**src/hdl/tea_pkg.sv**
```systemverilog
// tea_pkg: shared types, constants and the TEA round function for the
// rotating-key TEA block cipher. No dependencies.
package tea_pkg;

	localparam int ROUND_PAIRS = 32;
	localparam int MAX_KEYS    = 3;
	localparam int STAGES      = 2 * ROUND_PAIRS;
	localparam int QUEUE_AW    = 1;
	localparam int QUEUE_DEPTH = 1 << QUEUE_AW;

	localparam logic [31:0] TEA_DELTA = 32'h9E37_79B9;

	localparam logic [2:0] REG_DECRYPT_MODE = 3'd0;
	localparam logic [2:0] REG_KEY_COUNT    = 3'd1;
	localparam logic [2:0] REG_KEY0_UPPER   = 3'd2;
	localparam logic [2:0] REG_KEY0_LOWER   = 3'd3;
	localparam logic [2:0] REG_KEY1_UPPER   = 3'd4;
	localparam logic [2:0] REG_KEY1_LOWER   = 3'd5;
	localparam logic [2:0] REG_KEY2_UPPER   = 3'd6;
	localparam logic [2:0] REG_KEY2_LOWER   = 3'd7;

	typedef struct packed {
		logic                 decrypt_mode;
		logic [1:0]           key_count;
		logic [2:0][63:0]     key_upper;
		logic [2:0][63:0]     key_lower;
	} cfg_t;

	typedef struct packed {
		logic [63:0] blk;
		logic [1:0]  ksel;
	} item_t;

	function automatic logic [31:0] tea_mix(input logic [31:0] src, input logic [31:0] ka,
			input logic [31:0] kb, input logic [31:0] sum);
		tea_mix = ((src << 4) + ka) ^ (src + sum) ^ ((src >> 5) + kb);
	endfunction

endpackage

```
**src/hdl/tea_front.sv**
```systemverilog
// tea_front: accepts input transactions and assigns each block its key index.
// Depends on tea_pkg.
module tea_front (
	input  logic           clk,
	input  logic           arst_n,
	input  tea_pkg::cfg_t  cfg,
	input  logic           push,
	input  logic [63:0]    block_in,
	input  logic           first_block,
	input  logic           q_full,
	output logic           q_push,
	output tea_pkg::item_t q_item
);

	logic [1:0] key_pos_q;
	logic [1:0] n_keys;
	logic [1:0] sel;
	logic [1:0] sel_inc;

	always_comb begin
		n_keys = cfg.key_count;
		if (n_keys == 2'd0) begin
			n_keys = 2'd1;
		end
		if (n_keys > 2'(tea_pkg::MAX_KEYS)) begin
			n_keys = 2'(tea_pkg::MAX_KEYS);
		end
		sel = (first_block || key_pos_q >= n_keys) ? 2'd0 : key_pos_q;
		sel_inc = sel + 2'd1;
		if (sel_inc >= n_keys) begin
			sel_inc = 2'd0;
		end
	end

	assign q_push      = push && !q_full;
	assign q_item.blk  = block_in;
	assign q_item.ksel = sel;

	always_ff @(posedge clk or negedge arst_n) begin
		if (!arst_n) begin
			key_pos_q <= 2'd0;
		end else if (q_push) begin
			key_pos_q <= sel_inc;
		end
	end

endmodule

```
**config.mk**
```make
export PLATFORM = sky130hd
export DESIGN_NAME = tea_front
export DESIGN_NICKNAME = d
export VERILOG_FILES = /design/src/hdl/tea_pkg.sv /design/src/hdl/tea_front.sv
export SDC_FILE = /design/constraint.sdc
export NUM_CORES = 1
export LEC_CHECK = 0
export ABC_AREA = 1
export BUFFER_PORTS_ARGS = -buffer_cell sky130_fd_sc_hd__buf_2
export CAP_MARGIN = 20
export CORE_AREA = 2 2 202 204
export DETAILED_ROUTE_END_ITERATION = 16
export DIE_AREA = 0 0 204 206
export PLACE_DENSITY_LB_ADDON = 0.2
export SYNTH_ARGS = -nofsm -noshare
export SYNTH_HDL_FRONTEND = slang
export SYNTH_SLANG_ARGS = --single-unit
export TNS_END_PERCENT = 1
```
**constraint.sdc**
```tcl
create_clock -name clk -period 1.9 [get_ports clk]
set_clock_uncertainty 0.05 [all_clocks]
set_input_delay 0 -clock clk [delete_from_list [all_inputs] [get_ports clk]]
set_output_delay 0 -clock clk [all_outputs]
set_load 0.05 [all_outputs]
```
# [Word-level counts from Yosys, hierarchy flattened]
# Index checks and enable logic that the tools add are counted.
[op_classes] n_addsub=1 multipliers=0 div_mod_pow=0 n_lt_le_gt_ge=3 n_eq_ne=0 shifts=0 bitwise=0 mux=4 reduce_logical=4
[ops] cell="$mux W2" n=4
[ops] cell="$ge A2 B2 Y1" n=2
[ops] cell="$add A2 B1 Y2 const B" n=1
[ops] cell="$gt A2 B2 Y1 const B" n=1
[ops] cell="$logic_not A2 Y1" n=1
[ops] cell="$logic_and A1 B1 Y1" n=1
[ops] cell="$logic_not A1 Y1" n=1
[ops] cell="$logic_or A1 B1 Y1" n=1
[word_totals] latch_bits=0 inputBits=456 wordCells=13 mem_count=0 ramBits=0 rom_bits=0 ff_bits=2 out_inout_bits=67

# [Longest topological paths before layout]
# Gate-level depths: netlist (run 1).
[depth] depth_word=10 ltp_mapped=14 ltp_nobuf=14

# [Worst setup path after synthesis (run 1)]
# No wires, ideal clock.
[synth_path] path_type="register -> register" start="register key_pos_q[0]" end="register key_pos_q[0]" stages_incl_launch_ff=14 setup_slack_ps=-157 arrival_ps=1921 setup_time_ps=86 required_ps=1764 path_buffers=0 cell_sequence="dfrtp_1 -> inv_1 -> ha_1 -> inv_1 -> nand2_1 -> nand2_2 -> nand3_1 -> inv_1 -> ha_1 -> inv_1 -> a21boi_0 -> nor3_2 -> nand2_1 -> o21ai_0"
[synth_lines] item="from (decl)" line="tea_front.sv:15" rtl="logic [1:0] key_pos_q;"
[synth_lines] item="from (signal assigned)" line="tea_front.sv:43" rtl="key_pos_q <= sel_inc;"

# [Worst setup path after layout (run 1)]
[layout_path] start="register key_pos_q[0]" end="register key_pos_q[0]"
[layout_via] elab_chain_len=6
[layout_lines] item="$ge A2 B2 Y1" line="tea_front.sv:28" rtl="sel = (first_block || key_pos_q >= n_keys) ? 2'd0 : key_pos_q;"
[layout_lines] item="$logic_or A1 B1 Y1" line="tea_front.sv:28"
[layout_lines] item="$mux W2 (*)" line="tea_front.sv:28"
[layout_lines] item="$add A2 B1 Y2 (*)" line="tea_front.sv:29" rtl="sel_inc = sel + 2'd1;"
[layout_lines] item="$ge A2 B2 Y1" line="tea_front.sv:30" rtl="if (sel_inc >= n_keys) begin"
[layout_lines] item="$mux W2 (*)" line="tea_front.sv:30"
# Mark *: on every way between the ends. The rest lies on a longest branch, timed or not.
# A chain may end at the register's enable or synchronous reset.

==> metrics.md, run 1 <==
| Metric | Value |
|---|---|
| Outcome | finished clean |
| Top reg by flops | key_pos_q |
| Max rail drop VDD | 261 uV |
| Synth Cell Area | 708 um2 |
| Post-synth EDFFs | 0 |
| Yosys top cell by area | buf_4 |
| Starting Density | 1.76% |
| Yosys reg bits | 2 |
| Row count | 74 |
| Ys flop type | dfrtp_1 |
| DRT antenna net count | 0 |
| Die area | 42000 um2 |
| Power share of the sequential group | 6.0% |
| Die height | 206 um |
| RSZ-0062 raised after global routing | yes |
| CTS sink count | 2 |
| Layout overhead on the synthesized area | 152% |
| Number of global-route vias before repair | 546 |
| Synth Area per Inst | 7.38 um2 |
| Sequential-to-total area share from yosys stat | 7.07% |
| Synth top cells by count | 64 x buf_4, 8 x inv_1, 8 x nand2_1 |
| Via density | 0.974 |
| IO Pins | 523 |
| Non-Filler Instances | 653 |
| Critical Path RT | 2000 ps |
| Placer Congestion | 0.567 |
| Die width | 204 um |
| YS warnings | 0 |
| Largest register FFs | 2 |
| Htree depth | 1 |
| Drt initial violations | 6 |
| DRT Pass-1 Iters | 3 |
| Wire length per cell | 11.0 um |
| Max FO, Critical Path | 4 |
| Async set or reset register ratio after synthesis | 100% |
| Logic pwr share | 61.2% |
| DRC Markers | 0 |
| Max_cap viols | 0 |
| Dominant cells by area after synthesis | buf_4 68%, dfrtp_1 7.1%, ha_1 7.1% |
| Final WL | 7.19 mm |
| Yosys cell types | 14 |
| Pre-CTS setup slack | 7.65 ps |
| PwrDens | 542 nW/um2 |
| Routed via count | 636 |
| Setup Viol. Count Final | 0 |
| Final instance area | 1790 um2 |
| Clk slew on worst S/H paths | 30 ps |
| Slew Limit Fails | 0 |
| Crit path time final | 1820 ps |
| Quantity of I/O buffers inserted on ports | 9 |
| Hold WC Path Type | in -> reg |
| Final core utilization | 4.45% |
| CTS Buf Count | 3 |
| Syn nets | 556 |
| Startpoint Class | flip-flop |
| Reg-to-reg slack, setup | 80 ps |
| Initial antenna violation count | 9 |
| Peak Freq | 551 MHz |
| Placed cell areas | 1030 um2 |
| Largest registers | key_pos_q x2 |
| Final worst slack | 84.5 ps |
| Power Total | 0.969 mW |
| Leakage power | 0.527 nW |
| Fill cells | 4806 |
| DP Cell Count | 580 |
| Layout cell share with drive strength beyond 1 | 28.2% |
| Net Sw Power | 0.469 mW |
| Sw frac | 48.4% |
| Crit path kind | reg -> reg |
| Worst Setup End Kind | flip-flop |
| Max clock buf depth | 2 |
| Final hold viol count | 0 |
| Count leader, synth | buf_4 |
| Crit path DAT | 1910 ps |
| TritonCTS clock tree | yes |
| GRT Total Usage | 3.23% |
| Core area | 40200 um2 |
| Cell Int Power | 0.500 mW |
| Post-synth top area share | 67.8% |
| Clock Latency Late Sink | 220 ps |
| Fin crit share | 95.6% |
| Clock power share | 32.8% |
| Nets | 579 |
| Worst Max-Slew Pin Slew | 616 ps |
| Pin count of the biggest net entering global routing | 5 |
| Synth Instances | 96 |
| HPWL Detailed | 6.71 mm |
| Slew headroom | 58.8% |
| First-pass GRT wire length | 8.21 mm |
| Root Buffer | clkbuf_16 |
| Grt total ovfl | 0 |
==> power groups by stage <==
stage	logic, mW	registers (mW)	clock network, mW
after floorplan	0.467	0.0595	0
after global placement	0.180	0.0586	0
after detailed placement	0.175	0.0591	0
after CTS	0.586	0.0587	0.324
after global routing	0.632	0.0598	0.330
final	0.593	0.0583	0.317
==> area by class of cell <==
type | instances | area, um2 | share of cell area [%]
multi-input combinational | 22 | 196 | 11.0
antenna | 4 | 10.0 | 0.560
tap | 532 | 666 | 37.3
clock buffer | 3 | 75.1 | 4.20
timing repair buffer | 82 | 756 | 42.3
sequential | 2 | 50.0 | 2.80
inverter | 8 | 33.8 | 1.89
==> worst max-delay path, cell delays in order (launching register included) <==
cell,delay [ps]
dfrtp_1,360
inv_2,60
ha_4,250
inv_2,30
nand2_2,60
nand2_4,70
nand4_1,90
nand2_1,80
ha_1,280
a21boi_2,150
nor3_2,120
nand2_1,60
o21ai_1,70
==> final timing paths <==
path                              startpoint            to  cells after the start
worst max-delay path            key_pos_q[0]  key_pos_q[0]                     12
worst min-delay path                    push  key_pos_q[1]                      4
worst max register to register  key_pos_q[0]  key_pos_q[0]                     12
worst min register to register  key_pos_q[1]  key_pos_q[1]                      3
max in group asynchronous             arst_n  key_pos_q[1]                      2
min in group asynchronous             arst_n  key_pos_q[0]                      2
==> what timing repair did <==
| item | CTS | global route |
|---|---|---|
| endpoints found under the setup margin | 0 | 2 |
| buffers inserted | 0 | 1 |
| endpoints found under the hold margin | 66 | 0 |
| hold buffers | 65 | 0 |
| resized for setup | 0 | 4 |
==> logic make-up (layout without fill, tap and decap cells) <==
| group | Yosys count | after routing | synth area share [%] |
|---|---|---|---|
| buffers and inverters | 72 | 93 | 72.1 |
| AO/OA/AOI/OAI | 2 | 2 | 1.77 |
| flip-flops | 2 | 2 | 7.07 |
| other | 0 | 4 | 0 |
| adder cells (fa/ha/maj) | 4 | 4 | 7.07 |
| AND/OR/NAND/NOR | 16 | 16 | 12.0 |
==> metrics by stage <==
stage | hold WS [ps] | TNS, ps
6_report | 60.0 | 0
2_1_floorplan | -346 | -263
5_1_grt | 111 | -100
3_5_place_dp | -254 | 0
3_3_place_gp | -256 | -3.64
4_1_cts | 62.7 | 0
==> per-layer routing <==
metal | up-vias | wire, um | GRT usage, % | share of wire, %
met5 | - | 0 | 0 | 0
met4 | 0 | 61 | 0.388 | 0.85
met3 | 10 | 930 | 1.66 | 13
met2 | 84 | 4200 | 6.84 | 58
met1 | 264 | 1990 | 2.67 | 28
li1 | 278 | - | - | -
==> layout by cell type, fill, tap and decap left out <==
master / synthesis / final
buf_2: 0 / 9
buf_4: 64 / 8
ha_4: 0 / 2
nand2_2: 1 / 1
nand2_4: 0 / 1
ha_1: 4 / 2
dfrtp_1: 2 / 2
clkbuf_16: 0 / 3
nand2_1: 8 / 7
nand4_1: 2 / 2
diode_2: 0 / 4
o21ai_1: 0 / 1
clkinvlp_4: 0 / 1
a21boi_2: 0 / 1
inv_2: 0 / 3
nand3_4: 0 / 1
or2_2: 1 / 1
nor2_4: 1 / 1
dlygate4sd3_1: 0 / 65
nor2_1: 1 / 1
nor3_2: 1 / 1
inv_1: 8 / 4
Power figures use the tool's default switching activity.
==> run 2, diff against run 1 <==
ABC_AREA = not set   (was 1)
CORE_AREA = 2 2 204 206   (was 2 2 202 204)
CTS_CLUSTER_SIZE = 14   (was not set)
DIE_AREA = 0 0 206 208   (was 0 0 204 206)
==> run 2 against run 1 <==
Effect of this change:
- the flow now finishes with violations (setup timing)
- register-to-register slack worse by 220 ps
- wire length rose by 9.6%
- sequential share of layout area about the same
- cell count fell by 0.77%
- synthesized cell count down 5.2%
- largest cell class unchanged
==> metrics.md, run 2 <==
| Metric | Value |
|---|---|
| Outcome | finished with violations |
| Failing checks | setup timing |
| Post-synth EDFFs | 0 |
| Async set or reset register ratio after synthesis | 100% |
| Slew Limit Fails | 0 |
| Top delay family on crit path | compound AO/OA/AOI/OAI gates |
| Pre-CTS setup slack | -204 ps |
| Grt total ovfl | 0 |
| Hold_ws | 128 ps |
| Die width | 206 um |
| Critical Path Max Stage Delay | 390 ps |
| Startpoint Class | flip-flop |
| GRT Total Usage | 3.61% |
| Worst Setup End Kind | flip-flop |
| Synth Area per Inst | 7.93 um2 |
| Number of global-route vias before repair | 584 |
| Syn nets | 551 |
| Placer Congestion | 0.611 |
| Count leader, synth | buf_4 |
| Hold WC Path Type | in -> async |
| HPWL Detailed | 7.39 mm |
| First-pass GRT wire length | 9.13 mm |
| Simple-Gate Fraction of Synth Area | 10.2% |
| TritonCTS clock tree | yes |
| Crit path time final | 2030 ps |
| Starting Density | 1.78% |
| DRC Markers | 0 |
| Leakage power | 0.521 nW |
| Initial antenna violation count | 9 |
| Synth top cells by count | 64 x buf_4, 4 x ha_1, 4 x inv_1 |
| Peak Freq | 492 MHz |
| Quantity of I/O buffers inserted on ports | 9 |
| Crit-path cells | inv_2, ha_4, nand2b_4, a211oi_4, and2_4, ha_4, nand2b_4, a21oi_4, inv_1, o31ai_2 |
| Pin count of the biggest net entering global routing | 6 |
| Yosys cell types | 17 |
| Die height | 208 um |
| Root Buffer | clkbuf_16 |
| Crit path DAT | 2110 ps |
| Largest family of logic cells by synthesized area | buffers and inverters |
| Clock power share | 29.8% |
| Final hold viol count | 0 |
| Final setup TNS | -185 ps |
| Nets | 573 |
| CTS Buf Count | 3 |
| Top reg by flops | key_pos_q |
| Critical Path RT | 1980 ps |
| Max FO, Critical Path | 3 |
| Cell Int Power | 0.560 mW |
| Final core utilization | 4.42% |
| Yosys top cell by area | buf_4 |
| Max clock buf depth | 2 |
| Power share of the sequential group | 6.2% |
| XOR/XNOR Fraction of Synth Area | 0% |
| Max rail drop VDD | 244 uV |
| Clock Latency Late Sink | 220 ps |
| IO Pins | 523 |
| Synth Instances | 91 |
| Crit path buf inv count | 2 |
| Largest register FFs | 2 |
| Crit path kind | reg -> reg |
| Row count | 74 |
| Adder-cell share of the synthesized area | 6.93% |
| Ys flop type | dfrtp_1 |
| Largest registers | key_pos_q x2 |
| Final WL | 7.88 mm |
| Layout overhead on the synthesized area | 148% |
| PwrDens | 592 nW/um2 |
| Wire length per cell | 12.2 um |
| Post-synth top area share | 66.6% |
| Sequential-to-total area share from yosys stat | 6.93% |
| Max_cap viols | 0 |
| Clk slew on worst S/H paths | 30 ps |
| Final worst slack | -131 ps |
| Core area | 40600 um2 |
| Net Sw Power | 0.501 mW |
| DRT antenna net count | 0 |
| Dominant cells by area after synthesis | buf_4 67%, dfrtp_1 6.9%, ha_1 6.9% |
| Slew headroom | 57.1% |
| CTS sink count | 2 |
| RSZ-0062 raised after global routing | yes |
| Most common cell after layout, fill and taps aside | dlygate4sd3_1 |
| Layout cell share with drive strength beyond 1 | 25.2% |
| Power Total | 1.06 mW |
| Synth Cell Area | 722 um2 |
| Slowest cell on crit path | dfrtp_1 |
| Via density | 0.955 |
| Htree depth | 1 |
| Die area | 42800 um2 |
| Fill cells | 4831 |
| Commonest non-fill, non-tap cells in the layout | 65 x dlygate4sd3_1, 9 x buf_4, 7 x buf_2 |
| Fin crit share | 107% |
| DRT Pass-1 Iters | 3 |
| Multiplexer area fraction after synthesis | 0% |
| Drt initial violations | 10 |
| Logic pwr share | 64.0% |
| Compound-Gate Fraction of Synth Area | 7.28% |
| Worst Max-Slew Pin Slew | 642 ps |
| YS warnings | 0 |
| Yosys reg bits | 2 |
| Sw frac | 47.2% |
| Routed via count | 619 |
| Setup Viol. Count Final | 2 |
-- run 2: cell types whose count changed after synthesis, sizes merged, moves of 2 or more --
cell and change:
nand2 -6, inv -4, nand2b +4, and2 +2, nand4 -2
-- run 2: what timing repair did --
item / in CTS / in global routing
hold buffers: 65 / 0
endpoints found under the hold margin: 66 / 0
setup endpoints to repair: 3 / 3
resized for setup: 2 / 1
gates cloned: 0 / 0
pin swaps: 2 / 3
buffers inserted: 1 / 0
-- run 2: per-layer routing --
layer / GRT usage (%) / vias up / part of all wire (%)
li1: - / 265 / -
met1: 2.82 / 257 / 28
met2: 7.44 / 85 / 58
met3: 1.96 / 12 / 12
met4: 0.887 / 0 / 1.6
met5: 0 / - / 0
-- run 2: cells by family (layout without fill, tap and decap cells) --
kind of cell / Yosys count / in the layout
and+or+nand+nor: 12 / 12
AOI/OAI and AO/OA: 5 / 5
buffers and inverters: 68 / 88
DFF: 2 / 2
adders and majority gates: 4 / 4
other: 0 / 5
-- run 2: power groups by stage --
stage               clock network [mW]  registers (mW)  logic, mW
finish                           0.316          0.0662      0.679
global route                     0.328          0.0676      0.723
CTS                              0.324          0.0666      0.685
detailed placement                   0          0.0655      0.257
global placement                     0          0.0650      0.260
floorplan                            0          0.0687      0.534
-- run 2: through the flow --
step,area [um2],cells
after floorplan,758,91
after global placement,1030,574
after detailed placement,1030,574
after CTS,1770,643
after global routing,1790,647
final,1790,648
-- run 2: final cells by class --
cell class	instances	area [um2]	share of cell area, %
Sequential cell	2	50.0	2.79
Multi-Input combinational cell	21	220	12.3
Inverter	4	15.0	0.838
Antenna cell	5	12.5	0.698
Clock buffer	3	75.1	4.19
Tap cell	532	666	37.2
Timing Repair Buffer	81	753	42.0
-- run 2: final timing paths --
kind	from	to	slack (ps)	cells after the start
max	key_pos_q[0]	key_pos_q[0]	-130	10
min	arst_n	key_pos_q[0]	130	2
max reg2reg	key_pos_q[0]	key_pos_q[0]	-130	10
min reg2reg	key_pos_q[1]	key_pos_q[1]	570	3
max in group asynchronous	arst_n	key_pos_q[1]	1570	2
min in group clk	push	key_pos_q[1]	130	4
