[src/hdl/tea_pkg.sv]
// tea_pkg: shared types, constants and the TEA round function for the
// rotating-key TEA block cipher. No dependencies.
package tea_pkg;

	localparam int ROUND_PAIRS = 32;
	localparam int MAX_KEYS    = 3;
	localparam int STAGES      = 2 * ROUND_PAIRS;
	localparam int QUEUE_AW    = 1;
	localparam int QUEUE_DEPTH = 1 << QUEUE_AW;

	localparam logic [31:0] TEA_DELTA = 32'h9E37_79B9;

	localparam logic [2:0] REG_DECRYPT_MODE = 3'd0;
	localparam logic [2:0] REG_KEY_COUNT    = 3'd1;
	localparam logic [2:0] REG_KEY0_UPPER   = 3'd2;
	localparam logic [2:0] REG_KEY0_LOWER   = 3'd3;
	localparam logic [2:0] REG_KEY1_UPPER   = 3'd4;
	localparam logic [2:0] REG_KEY1_LOWER   = 3'd5;
	localparam logic [2:0] REG_KEY2_UPPER   = 3'd6;
	localparam logic [2:0] REG_KEY2_LOWER   = 3'd7;

	typedef struct packed {
		logic                 decrypt_mode;
		logic [1:0]           key_count;
		logic [2:0][63:0]     key_upper;
		logic [2:0][63:0]     key_lower;
	} cfg_t;

	typedef struct packed {
		logic [63:0] blk;
		logic [1:0]  ksel;
	} item_t;

	function automatic logic [31:0] tea_mix(input logic [31:0] src, input logic [31:0] ka,
			input logic [31:0] kb, input logic [31:0] sum);
		tea_mix = ((src << 4) + ka) ^ (src + sum) ^ ((src >> 5) + kb);
	endfunction

endpackage

[src/hdl/tea_queue.sv]
// tea_queue: short queue between front and back, register based.
// Depends on tea_pkg.
module tea_queue (
	input  logic           clk,
	input  logic           arst_n,
	input  logic           wr,
	input  tea_pkg::item_t wr_item,
	output logic           full,
	input  logic           rd,
	output tea_pkg::item_t rd_item,
	output logic           empty
);

	tea_pkg::item_t                 mem_q [tea_pkg::QUEUE_DEPTH];
	logic [tea_pkg::QUEUE_AW-1:0]   wptr_q;
	logic [tea_pkg::QUEUE_AW-1:0]   rptr_q;
	logic [tea_pkg::QUEUE_AW:0]     cnt_q;

	assign full    = cnt_q == (tea_pkg::QUEUE_AW+1)'(tea_pkg::QUEUE_DEPTH);
	assign empty   = cnt_q == '0;
	assign rd_item = mem_q[rptr_q];

	always_ff @(posedge clk or negedge arst_n) begin
		if (!arst_n) begin
			wptr_q <= '0;
			rptr_q <= '0;
			cnt_q  <= '0;
		end else begin
			if (wr) begin
				wptr_q <= wptr_q + 1'b1;
			end
			if (rd) begin
				rptr_q <= rptr_q + 1'b1;
			end
			if (wr && !rd) begin
				cnt_q <= cnt_q + 1'b1;
			end else if (rd && !wr) begin
				cnt_q <= cnt_q - 1'b1;
			end
		end
	end

	always_ff @(posedge clk) begin
		if (wr) begin
			mem_q[wptr_q] <= wr_item;
		end
	end

endmodule

[config.mk]
export PLATFORM = sky130hd
export DESIGN_NAME = tea_queue
export DESIGN_NICKNAME = d
export VERILOG_FILES = /design/src/hdl/tea_pkg.sv /design/src/hdl/tea_queue.sv
export SDC_FILE = /design/constraint.sdc
export NUM_CORES = 1
export LEC_CHECK = 0
export ABC_AREA = 1
export BUFFER_PORTS_ARGS = -buffer_cell sky130_fd_sc_hd__buf_2
export CAP_MARGIN = 20
export CORE_UTILIZATION = 49
export CTS_BUF_LIST = sky130_fd_sc_hd__clkbuf_4
export DETAILED_ROUTE_END_ITERATION = 10
export GPL_ROUTABILITY_DRIVEN = 0
export PLACE_DENSITY = 0.78
export SYNTH_ARGS = -nofsm -noshare
export SYNTH_HDL_FRONTEND = slang
export SYNTH_SLANG_ARGS = --single-unit
[constraint.sdc]
create_clock -name clk -period 3.43 [get_ports clk]
set_clock_uncertainty 0.05 [all_clocks]
set_input_delay 0.343 -clock clk [delete_from_list [all_inputs] [get_ports clk]]
set_output_delay 0.343 -clock clk [all_outputs]
set_load 0.02 [all_outputs]
# ---- Word level (Yosys, flattened, before mapping)
# Memory sizes are Yosys's and may differ from the RTL's.
# Index checks and enable logic that the tools add are counted.
dict set report word_totals {
  register_bits 4
  latchBits 0
  mem_bits_rw 132
  romBits 0
  inputBits 70
  elab_cells 19
  mem_count 1
}
# memory words width read_ports rd_ports_with_merged_regs wr line
set mem_list {}
lappend mem_list {mem_q 2 66 1 0 1 tea_queue.sv:14} ;# tea_pkg::item_t mem_q [tea_pkg::QUEUE_DEPTH];
dict set report op_classes {
  n_addsub 4
  mul 0
  div 0
  order_cmp 0
  eq_ne 1
  n_shift 0
  mux 4
  bitwise 0
  n_reduce_logical 6
}
# op n
set ops {}
lappend ops {{2-to-1 mux 2 bit} 2}
lappend ops {{adder 1 bit (second input constant)} 2}
lappend ops {{adder 2 x 1 -> 2 bit (second input constant)} 1}
lappend ops {{== test 2 bit (second input constant)} 1}
lappend ops {{logical AND 1 bit} 2}
lappend ops {{logical NOT 1 bit} 2}
lappend ops {{logical NOT 2 bit} 1}
lappend ops {{2-to-1 mux 1 bit} 2}
lappend ops {{nonzero test 2 bit} 1}
lappend ops {{subtractor 2 x 1 -> 2 bit (second input constant)} 1}

# ---- Logic depth before layout (Yosys ltp)
# Gate-level depths: netlist of run 1.
dict set report depth {
  word_depth 4
  depth_mapped 7
}

# ---- Worst setup path before layout of run 1
# Ideal clock, no wire load.
dict set report synth_path {
  kind {register to register}
  startpoint {register wptr_q}
  endpoint {memory mem_q[0][0] (netlist bit), enable pin}
  setup_time_ns 0.492
  t_arrival_ns 3.169
  slack_ns -0.281
  stages_incl_launch_ff 2
  synth_period_minus_slack_ns 3.711
  cell_sequence {dfrtp_1 -> nor2_1}
}
# item line
set synth_lines {}
lappend synth_lines {{start: declaration} tea_queue.sv:15} ;# logic [tea_pkg::QUEUE_AW-1:0] wptr_q;
lappend synth_lines {{start signal: assignment} tea_queue.sv:30} ;# wptr_q <= wptr_q + 1'b1;
lappend synth_lines {{end: declaration} tea_queue.sv:14}
# Straight into the memory's write port.

==> flow_summary.yaml, run 1 <==
outcome:
  outcome: "finished, final reports clean"
timing:
  report.final.hold_viol_count: 0
  slew_headroom_pct: 30.1
  finalCritPeriodShare_pct: 76.8
  fin_setup_tns_ns: 0
  hold_ws_ns: 0.158
  fmax_ghz: 0.380
  period_needed_ns: 2.63
  slew_viol_final: 0
  setup_viol: 0
  fin_ws_ns: 0.797
  worst_pin_slew_ns: 1.05
  grt_setup_unrepaired: "no"
power_and_ir_drop:
  max-vdd-ir-drop_mv: 0.507
  netSwitchingPower_mw: 1.72
  seqPwrFrac_pct: 47.6
  clkPwrFrac_pct: 19.9
  p_leak_nw: 2.74
  p_comb_share_pct: 32.5
  power_mw: 5.19
  intPower_mw: 3.47
  powerDensity_mw_per_mm2: 751
  switching_share_pct: 33.1
route:
  wl_met2_um: 5000
  drt-total-wl_um: 9190
  viasPerCell: 4.73
  drt_drc_violations_left: 0
  wl_met1_um: 3550
  topRoutingLayerUsed: "met4"
  drt_pass1_iterations: 5
  drt_iter0_markers: 98
  routedWlPerCell_um: 15.4
  dr_wl_met3_um: 533
  final_antenna_net_count: 0
  vias: 2818
synth:
  ys_seq_area_share_pct: 80.0
  yosysUniqueCellTypes: 15
  synthMuxAreaShare_pct: 16.8
  synth_xor_area_share_pct: 0.517
  syn_nets: 301
  synth-simple-area-share_pct: 0.812
  netlist_top_cells_area: "edfxtp_1 78%, mux2_4 8.9%, mux2_2 8.0%"
  synth_compound_area_share_pct: 0
  synth_fa_ha_area_share_pct: 0.246
  syn_inst: 230
  synth_area_mm2: 0.00508
  yosys.area.top_type: "edfxtp_1"
  yosysWarnings: 0
  syn_area_per_cell_um2: 22.1
  ys_seq_elements: 136
  synth_top_family_by_area: "multiplexers"
  yosysTopAreaCellShare_pct: 78.0
setup_path:
  reg2reg_to: "mem_q[0][0]"
  worstSetupPathType: "reg2out"
  endpoint_kind: "output port"
  reg2reg_depth: 2
  arrival_ns: 2.24
  r2r_slack_ns: 1.72
  crit_fanout: 67
  cp-start-kind: "register"
  cp.required_ns: 3.04
  r2r-start: "wptr_q"
final_layout:
  n_antenna_cell: 0
  nNetsFinal: 521
  drive_gt1_share_pct: 51.6
  final_cells: 596
  area_growth_pct: 35.9
floorplanning:
  start_util_pct: 51.3
  dieArea_mm2: 0.0108
  die_h_um: 104
  core_area_mm2: 0.00991
  num_io_pins: 138
  row_count: 36
  fp.dieW_um: 104
global_route:
  grt.total_usage_pct: 17.9
  grt_pass1_wl_um: 14500
  grt_max_degree: 68
  overflow: 0
  first_global_vias: 3016
  antenna_found_initial: 0
clock_tree:
  cts_tree: "yes"
  cts_resized: 0
  cts.path.max_buffers: 2
  clock-sinks: 136
  cts_made_buffers: 17
  clk_latency_ns: 0.47
  htree_levels: 4
  cts-root-buf: "clkbuf_4"
  clk_pin_slew_ns: 0.10
job:
  maxCapViolCount: 0
hold_path:
  hold_class: "in2async"
placement:
  dp_hpwl_um: 5140
  place_inst: 495
  port_buffers: 137
  post-place-ws_ns: 1.29
==> registers in the layout, indices dropped and copies added, names as in the netlist <==
name,flops
wptr_q,1
cnt_q,2
rptr_q,1
mem_q,132
==> how the worst max path moves through the flow <==
stage,startpoint,endpoint,slack (ns)
floorplan,wptr_q,mem_q[0][0],0.82
finish,rptr_q,rd_item[37],0.80
detailed placement,rptr_q,rd_item[48],1.29
CTS,rptr_q,rd_item[48],0.71
global route,rptr_q,rd_item[37],0.64
global placement,rptr_q,rd_item[48],1.29
==> per-stage QoR <==
stage                     cell area (um2)  util (%)
after detailed placement             5930      59.8
final                                6910      69.7
after floorplan                      5080         -
after CTS                            6910      69.7
after global placement               5930      59.8
after global routing                 6910      69.7
==> cells in the mapped netlist <==
master / count
buf_2: 3
buf_4: 1
buf_6: 3
dfrtp_1: 4
edfxtp_1: 132
ha_1: 1
inv_1: 7
mux2_2: 36
mux2_4: 30
nand2_1: 5
nand3_1: 1
nand4_1: 1
nor2_1: 3
xnor2_1: 1
xor2_1: 2
==> kinds of logic (layout without fill, tap and decap cells) <==
family                   count (synthesis)  after routing
flip-flops                             136            136
adder cells (fa/ha/maj)                  1              1
AND/OR/NAND/NOR                         10             10
multiplexers                            66             66
buffers and inverters                   14            247
XOR/XNOR                                 3              3
==> timing repair <==
item / 4_1_cts / 5_1_grt
hold buffers: 69 / 0
buffers inserted: 0 / 0
endpoints found under the hold margin: 138 / 0
==> critical path, stage by stage (launching register included) <==
cell and delay, ns:
dfrtp_4 1.13, mux2_2 0.44, buf_2 0.16
==> metal layers <==
| metal | track usage [%] | vias to the layer above |
|---|---|---|
| met4 | 6.73 | 0 |
| met1 | 19.5 | 1365 |
| met2 | 32.1 | 103 |
| li1 | - | 1335 |
| met3 | 6.17 | 15 |
| met5 | 0 | - |
==> power groups by stage <==
stage	combinational (mW)	sequential [mW]	clock, mW
2_1_floorplan	1.33	2.32	0
3_3_place_gp	1.62	2.49	0
3_5_place_dp	1.63	2.51	0
4_1_cts	1.70	2.48	1.06
5_1_grt	1.79	2.52	1.13
6_report	1.69	2.47	1.03
==> cells in the final DEF (no fill, tap or decap) <==
cell,n
dfrtp_4,1
mux2_4,30
dlygate4sd3_1,69
clkbuf_4,19
clkinvlp_4,4
edfxtp_1,132
bufinv_16,2
inv_6,4
dfrtp_1,3
inv_2,1
xnor2_1,1
buf_12,2
inv_1,6
xor2_1,2
nand2_1,5
nor2_4,1
ha_1,1
mux2_2,36
buf_2,137
clkinv_4,2
nand4_1,1
nand3_1,1
nor2_1,2
clkinv_1,1
==> layout make-up <==
cell class / count / area (um2)
flip-flops and latches: 136 / 4070
clock inverters: 13 / 146
multi-input cells: 80 / 943
inverters: 7 / 26.3
well taps: 133 / 166
repair buffers: 208 / 1420
fillers: 664 / 3000
clock buffers: 19 / 143
No activity file was read; power rests on OpenSTA's default activity.
==> run 2: changes to the inputs <==
- clock period: 3.43 -> 2.4 ns (I/O delays scaled with it)
==> flow_summary.yaml, run 2 (same netlist as run 1, synthesis figures left out) <==
outcome:
  outcome: "finished, final reports clean"
final_layout:
  largest_reg_flops: 132
  layout_commonest_cell: "buf_2"
  area_growth_pct: 37.9
  final_cells: 602
  n_fill_cell: 651
  seq_area_mm2: 0.00407
  reg_top3: "mem_q (132), cnt_q (2)"
  n_antenna_cell: 0
  nNetsFinal: 527
  final_cell_mix: "137 x buf_2, 132 x edfxtp_1, 70 x dlygate4sd3_1"
  drive_gt1_share_pct: 51.4
  multi_input_area_um2: 943
  regMostFlops: "mem_q"
power_and_ir_drop:
  p_leak_nw: 2.80
  intPower_mw: 5.27
  seqPwrFrac_pct: 43.2
  max-vdd-ir-drop_mv: 0.588
  clkPwrFrac_pct: 21.9
  power_mw: 7.72
  switching_share_pct: 31.7
  powerDensity_mw_per_mm2: 1100
  netSwitchingPower_mw: 2.45
  p_comb_share_pct: 34.9
global_route:
  antenna_found_initial: 0
  first_global_vias: 3129
  grt_max_degree: 50
  overflow: 0
  grt_pass1_wl_um: 14800
  grt.total_usage_pct: 18.6
timing:
  finalCritPeriodShare_pct: 90.9
  fmax_ghz: 0.459
  slew_viol_final: 0
  fin_setup_tns_ns: 0
  grt_setup_unrepaired: "no"
  report.final.hold_viol_count: 0
  hold_ws_ns: 0.402
  worst_pin_slew_ns: 0.670
  setup_viol: 0
  fin_ws_ns: 0.219
  slew_headroom_pct: 55.3
  period_needed_ns: 2.18
clock_tree:
  clk_latency_ns: 0.50
  cts_resized: 0
  htree_levels: 4
  cts.path.max_buffers: 2
  clk_pin_slew_ns: 0.11
  cts_made_buffers: 17
  cts-root-buf: "clkbuf_4"
  cts_tree: "yes"
  clock-sinks: 136
setup_path:
  r2r_slack_ns: 0.84
  cp.required_ns: 2.11
  reg2reg_depth: 2
  r2r-start: "wptr_q"
  path_cells: "buf_12, mux2_2, buf_2"
  max_stage_delay_ns: 0.59
  reg2reg_to: "mem_q[0][55]"
  crit_path_top_delay_cell: "dfrtp_4"
  crit_fanout: 23
  arrival_ns: 1.89
  endpoint_kind: "output port"
  worstSetupPathType: "reg2out"
  cp-start-kind: "register"
route:
  drt_pass1_iterations: 4
  drt-total-wl_um: 9560
  routedWlPerCell_um: 15.9
  drt_drc_violations_left: 0
  final_antenna_net_count: 0
  drt_iter0_markers: 130
  vias: 2901
  viasPerCell: 4.82
hold_path:
  hp-start: "wr_item[17]"
  holdPathStages: 2
  hold_path_end: "mem_q[0][17]"
  hold_class: "in2reg"
job:
  maxCapViolCount: 0
placement:
  port_buffers: 137
  post-place-ws_ns: 0.665
  place_inst: 499
  dp_hpwl_um: 5490
floorplanning:
  row_count: 36
  fp.dieW_um: 104
  core_area_mm2: 0.00991
  dieArea_mm2: 0.0108
  num_io_pins: 138
  start_util_pct: 51.3
  die_h_um: 104
==> run 2: cell type report <==
type,count,area share [%]
Clock inverter,15,2.96
Tap cell,133,2.38
Multi-Input combinational cell,80,13.5
Timing Repair Buffer,214,20.9
Sequential cell,136,58.1
Clock buffer,17,1.82
Inverter,7,0.375
==> run 2: how the worst max path moves through the flow <==
| stage | cells after the start | slack [ns] | from | to |
|---|---|---|---|---|
| 2_1_floorplan | 2 | 0.18 | wptr_q | mem_q[1][0] |
| 3_3_place_gp | 3 | 0.69 | rptr_q | rd_item[53] |
| 3_5_place_dp | 3 | 0.67 | rptr_q | rd_item[65] |
| 4_1_cts | 3 | 0.06 | rptr_q | rd_item[65] |
| 5_1_grt | 3 | 0.11 | rptr_q | rd_item[53] |
| 6_report | 3 | 0.22 | rptr_q | rd_item[53] |
==> run 2: metrics by stage <==
step / utilization [%] / cell area, um2
floorplan: - / 5090
global route: 70.7 / 7010
finish: 70.7 / 7010
detailed placement: 60.1 / 5960
global placement: 60.1 / 5960
CTS: 70.6 / 7000
==> run 2: worst max-delay path: cells and delay by family, from the launching register on <==
| family | cells | cell delay (ns) |
|---|---|---|
| buffers and inverters | 2 | 0.41 |
| DFF | 1 | 0.59 |
| muxes | 1 | 0.37 |
==> run 2: repair_timing <==
item | CTS | global route
setup buffers | 0 | 1
hold buffers | 70 | 0
endpoints found under the setup margin | 0 | 1
hold endpoints to repair | 138 | 0
==> run 2: metal layers <==
metal  wire length [um]  global-route usage (%)
met5                  0                       0
met4                167                    8.78
met3                547                    6.67
met2               5230                    33.4
met1               3610                    19.1
==> run 2: power groups by stage <==
stage	Clock, mW	Sequential (mW)	Combinational, mW
after global placement	0	3.39	2.52
after global routing	1.82	3.38	2.85
final	1.69	3.34	2.69
after CTS	1.74	3.37	2.65
after detailed placement	0	3.42	2.55
after floorplan	0	3.31	1.91
==> run 3: changes to the inputs <==
==> constraint.sdc (replaced) <==
create_clock -name clk -period 2.4 [get_ports clk]
set_clock_uncertainty 0.05 [all_clocks]
set_input_delay 0 -clock clk [delete_from_list [all_inputs] [get_ports clk]]
set_output_delay 0 -clock clk [all_outputs]
set_load 0.02 [all_outputs]
==> flow_summary.yaml, run 3 (same netlist as run 1, synthesis figures left out) <==
outcome:
  outcome: "finished, final reports clean"
timing:
  slew_headroom_pct: 64.3
  setup_viol: 0
  slew_viol_final: 0
  period_needed_ns: 2.06
  fmax_ghz: 0.487
  fin_ws_ns: 0.345
  grt_setup_unrepaired: "no"
  worst_pin_slew_ns: 0.535
  report.final.hold_viol_count: 0
  finalCritPeriodShare_pct: 85.6
  fin_setup_tns_ns: 0
route:
  final_antenna_net_count: 0
  drt_iter0_markers: 119
  viasPerCell: 4.82
  drt_drc_violations_left: 0
  routedWlPerCell_um: 15.6
  vias: 2892
  drt-total-wl_um: 9390
  drt_pass1_iterations: 4
global_route:
  first_global_vias: 3082
  grt.total_usage_pct: 18.2
  grt_pass1_wl_um: 14800
  overflow: 0
  antenna_found_initial: 0
  grt_max_degree: 46
setup_path:
  cp_num_cells: 3
  worstSetupPathType: "reg2out"
  reg2reg_depth: 3
  cp-start-kind: "register"
  endpoint_kind: "output port"
  crit_fanout: 24
  path_buf_inv: 2
  crit_family: "flip-flops"
  max_stage_delay_ns: 0.70
  crit_path_top_delay_cell: "dfrtp_4"
  path_cells: "buf_12, mux2_2, buf_2"
  cp.required_ns: 2.35
  arrival_ns: 2.01
final_layout:
  final_cell_mix: "137 x buf_2, 132 x edfxtp_1, 70 x dlygate4sd3_1"
  layout_commonest_cell: "buf_2"
  largest_reg_flops: 132
  area_growth_pct: 38.2
  multi_input_area_um2: 943
  n_fill_cell: 663
  nNetsFinal: 526
  regMostFlops: "mem_q"
  seq_area_mm2: 0.00407
  n_antenna_cell: 0
  drive_gt1_share_pct: 51.6
  reg_top3: "mem_q (132), cnt_q (2)"
placement:
  dp_hpwl_um: 5390
  post-place-ws_ns: 0.649
  port_buffers: 137
clock_tree:
  cts.path.max_buffers: 2
  clock-sinks: 136
  clk_pin_slew_ns: 0.12
  cts_made_buffers: 17
  clk_latency_ns: 0.49
  cts-root-buf: "clkbuf_4"
  htree_levels: 4
  cts_tree: "yes"
hold_path:
  holdPathStages: 2
  hold_class: "in2reg"
job:
  maxCapViolCount: 0
floorplanning:
  core_area_mm2: 0.00991
  die_h_um: 104
  num_io_pins: 138
  row_count: 36
  dieArea_mm2: 0.0108
  start_util_pct: 51.3
  fp.dieW_um: 104
power_and_ir_drop:
  p_leak_nw: 2.81
  max-vdd-ir-drop_mv: 1.02
  power_mw: 7.83
  powerDensity_mw_per_mm2: 1120
## run 3: metal layers
metal	track usage, %	vias to the layer above	wire length (um)
li1	-	1353	-
met1	20.7	1406	3860
met2	31.5	116	4780
met3	6.48	17	620
met4	6.43	0	127
met5	0	-	0
## run 3: stage by stage
stage / util, % / instances / instance area [um2] / hold WS (ns)
after floorplan: - / 230 / 5090 / -0.346
after global placement: 59.9 / 498 / 5940 / -0.244
after detailed placement: 59.9 / 498 / 5940 / -0.236
after CTS: 70.7 / 599 / 7000 / 0.117
after global routing: 70.9 / 600 / 7020 / 0.0978
final: 70.9 / 600 / 7020 / 0.169
## run 3: final timing paths
| path | startpoint | end | slack (ns) |
|---|---|---|---|
| max | rptr_q | rd_item[50] | 0.34 |
| min | wr_item[40] | mem_q[0][40] | 0.17 |
| max reg2reg | wptr_q | mem_q[1][15] | 0.95 |
| min reg2reg | cnt_q[1] | cnt_q[1] | 0.49 |
| max in group asynchronous | arst_n | rptr_q | 1.74 |
| min in group asynchronous | arst_n | cnt_q[0] | 0.37 |
## run 3: final cells by class
type                            count  share of cell area, %
Multi-Input combinational cell     80                   13.4
Sequential cell                   136                   57.9
Clock buffer                       18                   1.92
Inverter                            7                  0.374
Tap cell                          133                   2.37
Timing Repair Buffer              213                   20.7
Clock inverter                     13                   3.23
## run 3: report_power, final
group	total [mW]	internal [mW]	switching [mW]
Sequential	3.38	3.15	0.225
Combinational	2.64	1.18	1.46
Clock	1.82	1.04	0.776
## run 3: what timing repair did
action,CTS,global route
setup buffers,0,1
endpoints found under the setup margin,0,4
hold endpoints to repair,140,0
hold buffers,70,0
resized for setup,0,0
## run 3: worst reg2reg max path: stages (launching register included)
cell     delay [ns]
dfrtp_1        0.44
nand2_1        0.09
inv_2          0.06
buf_4          0.43
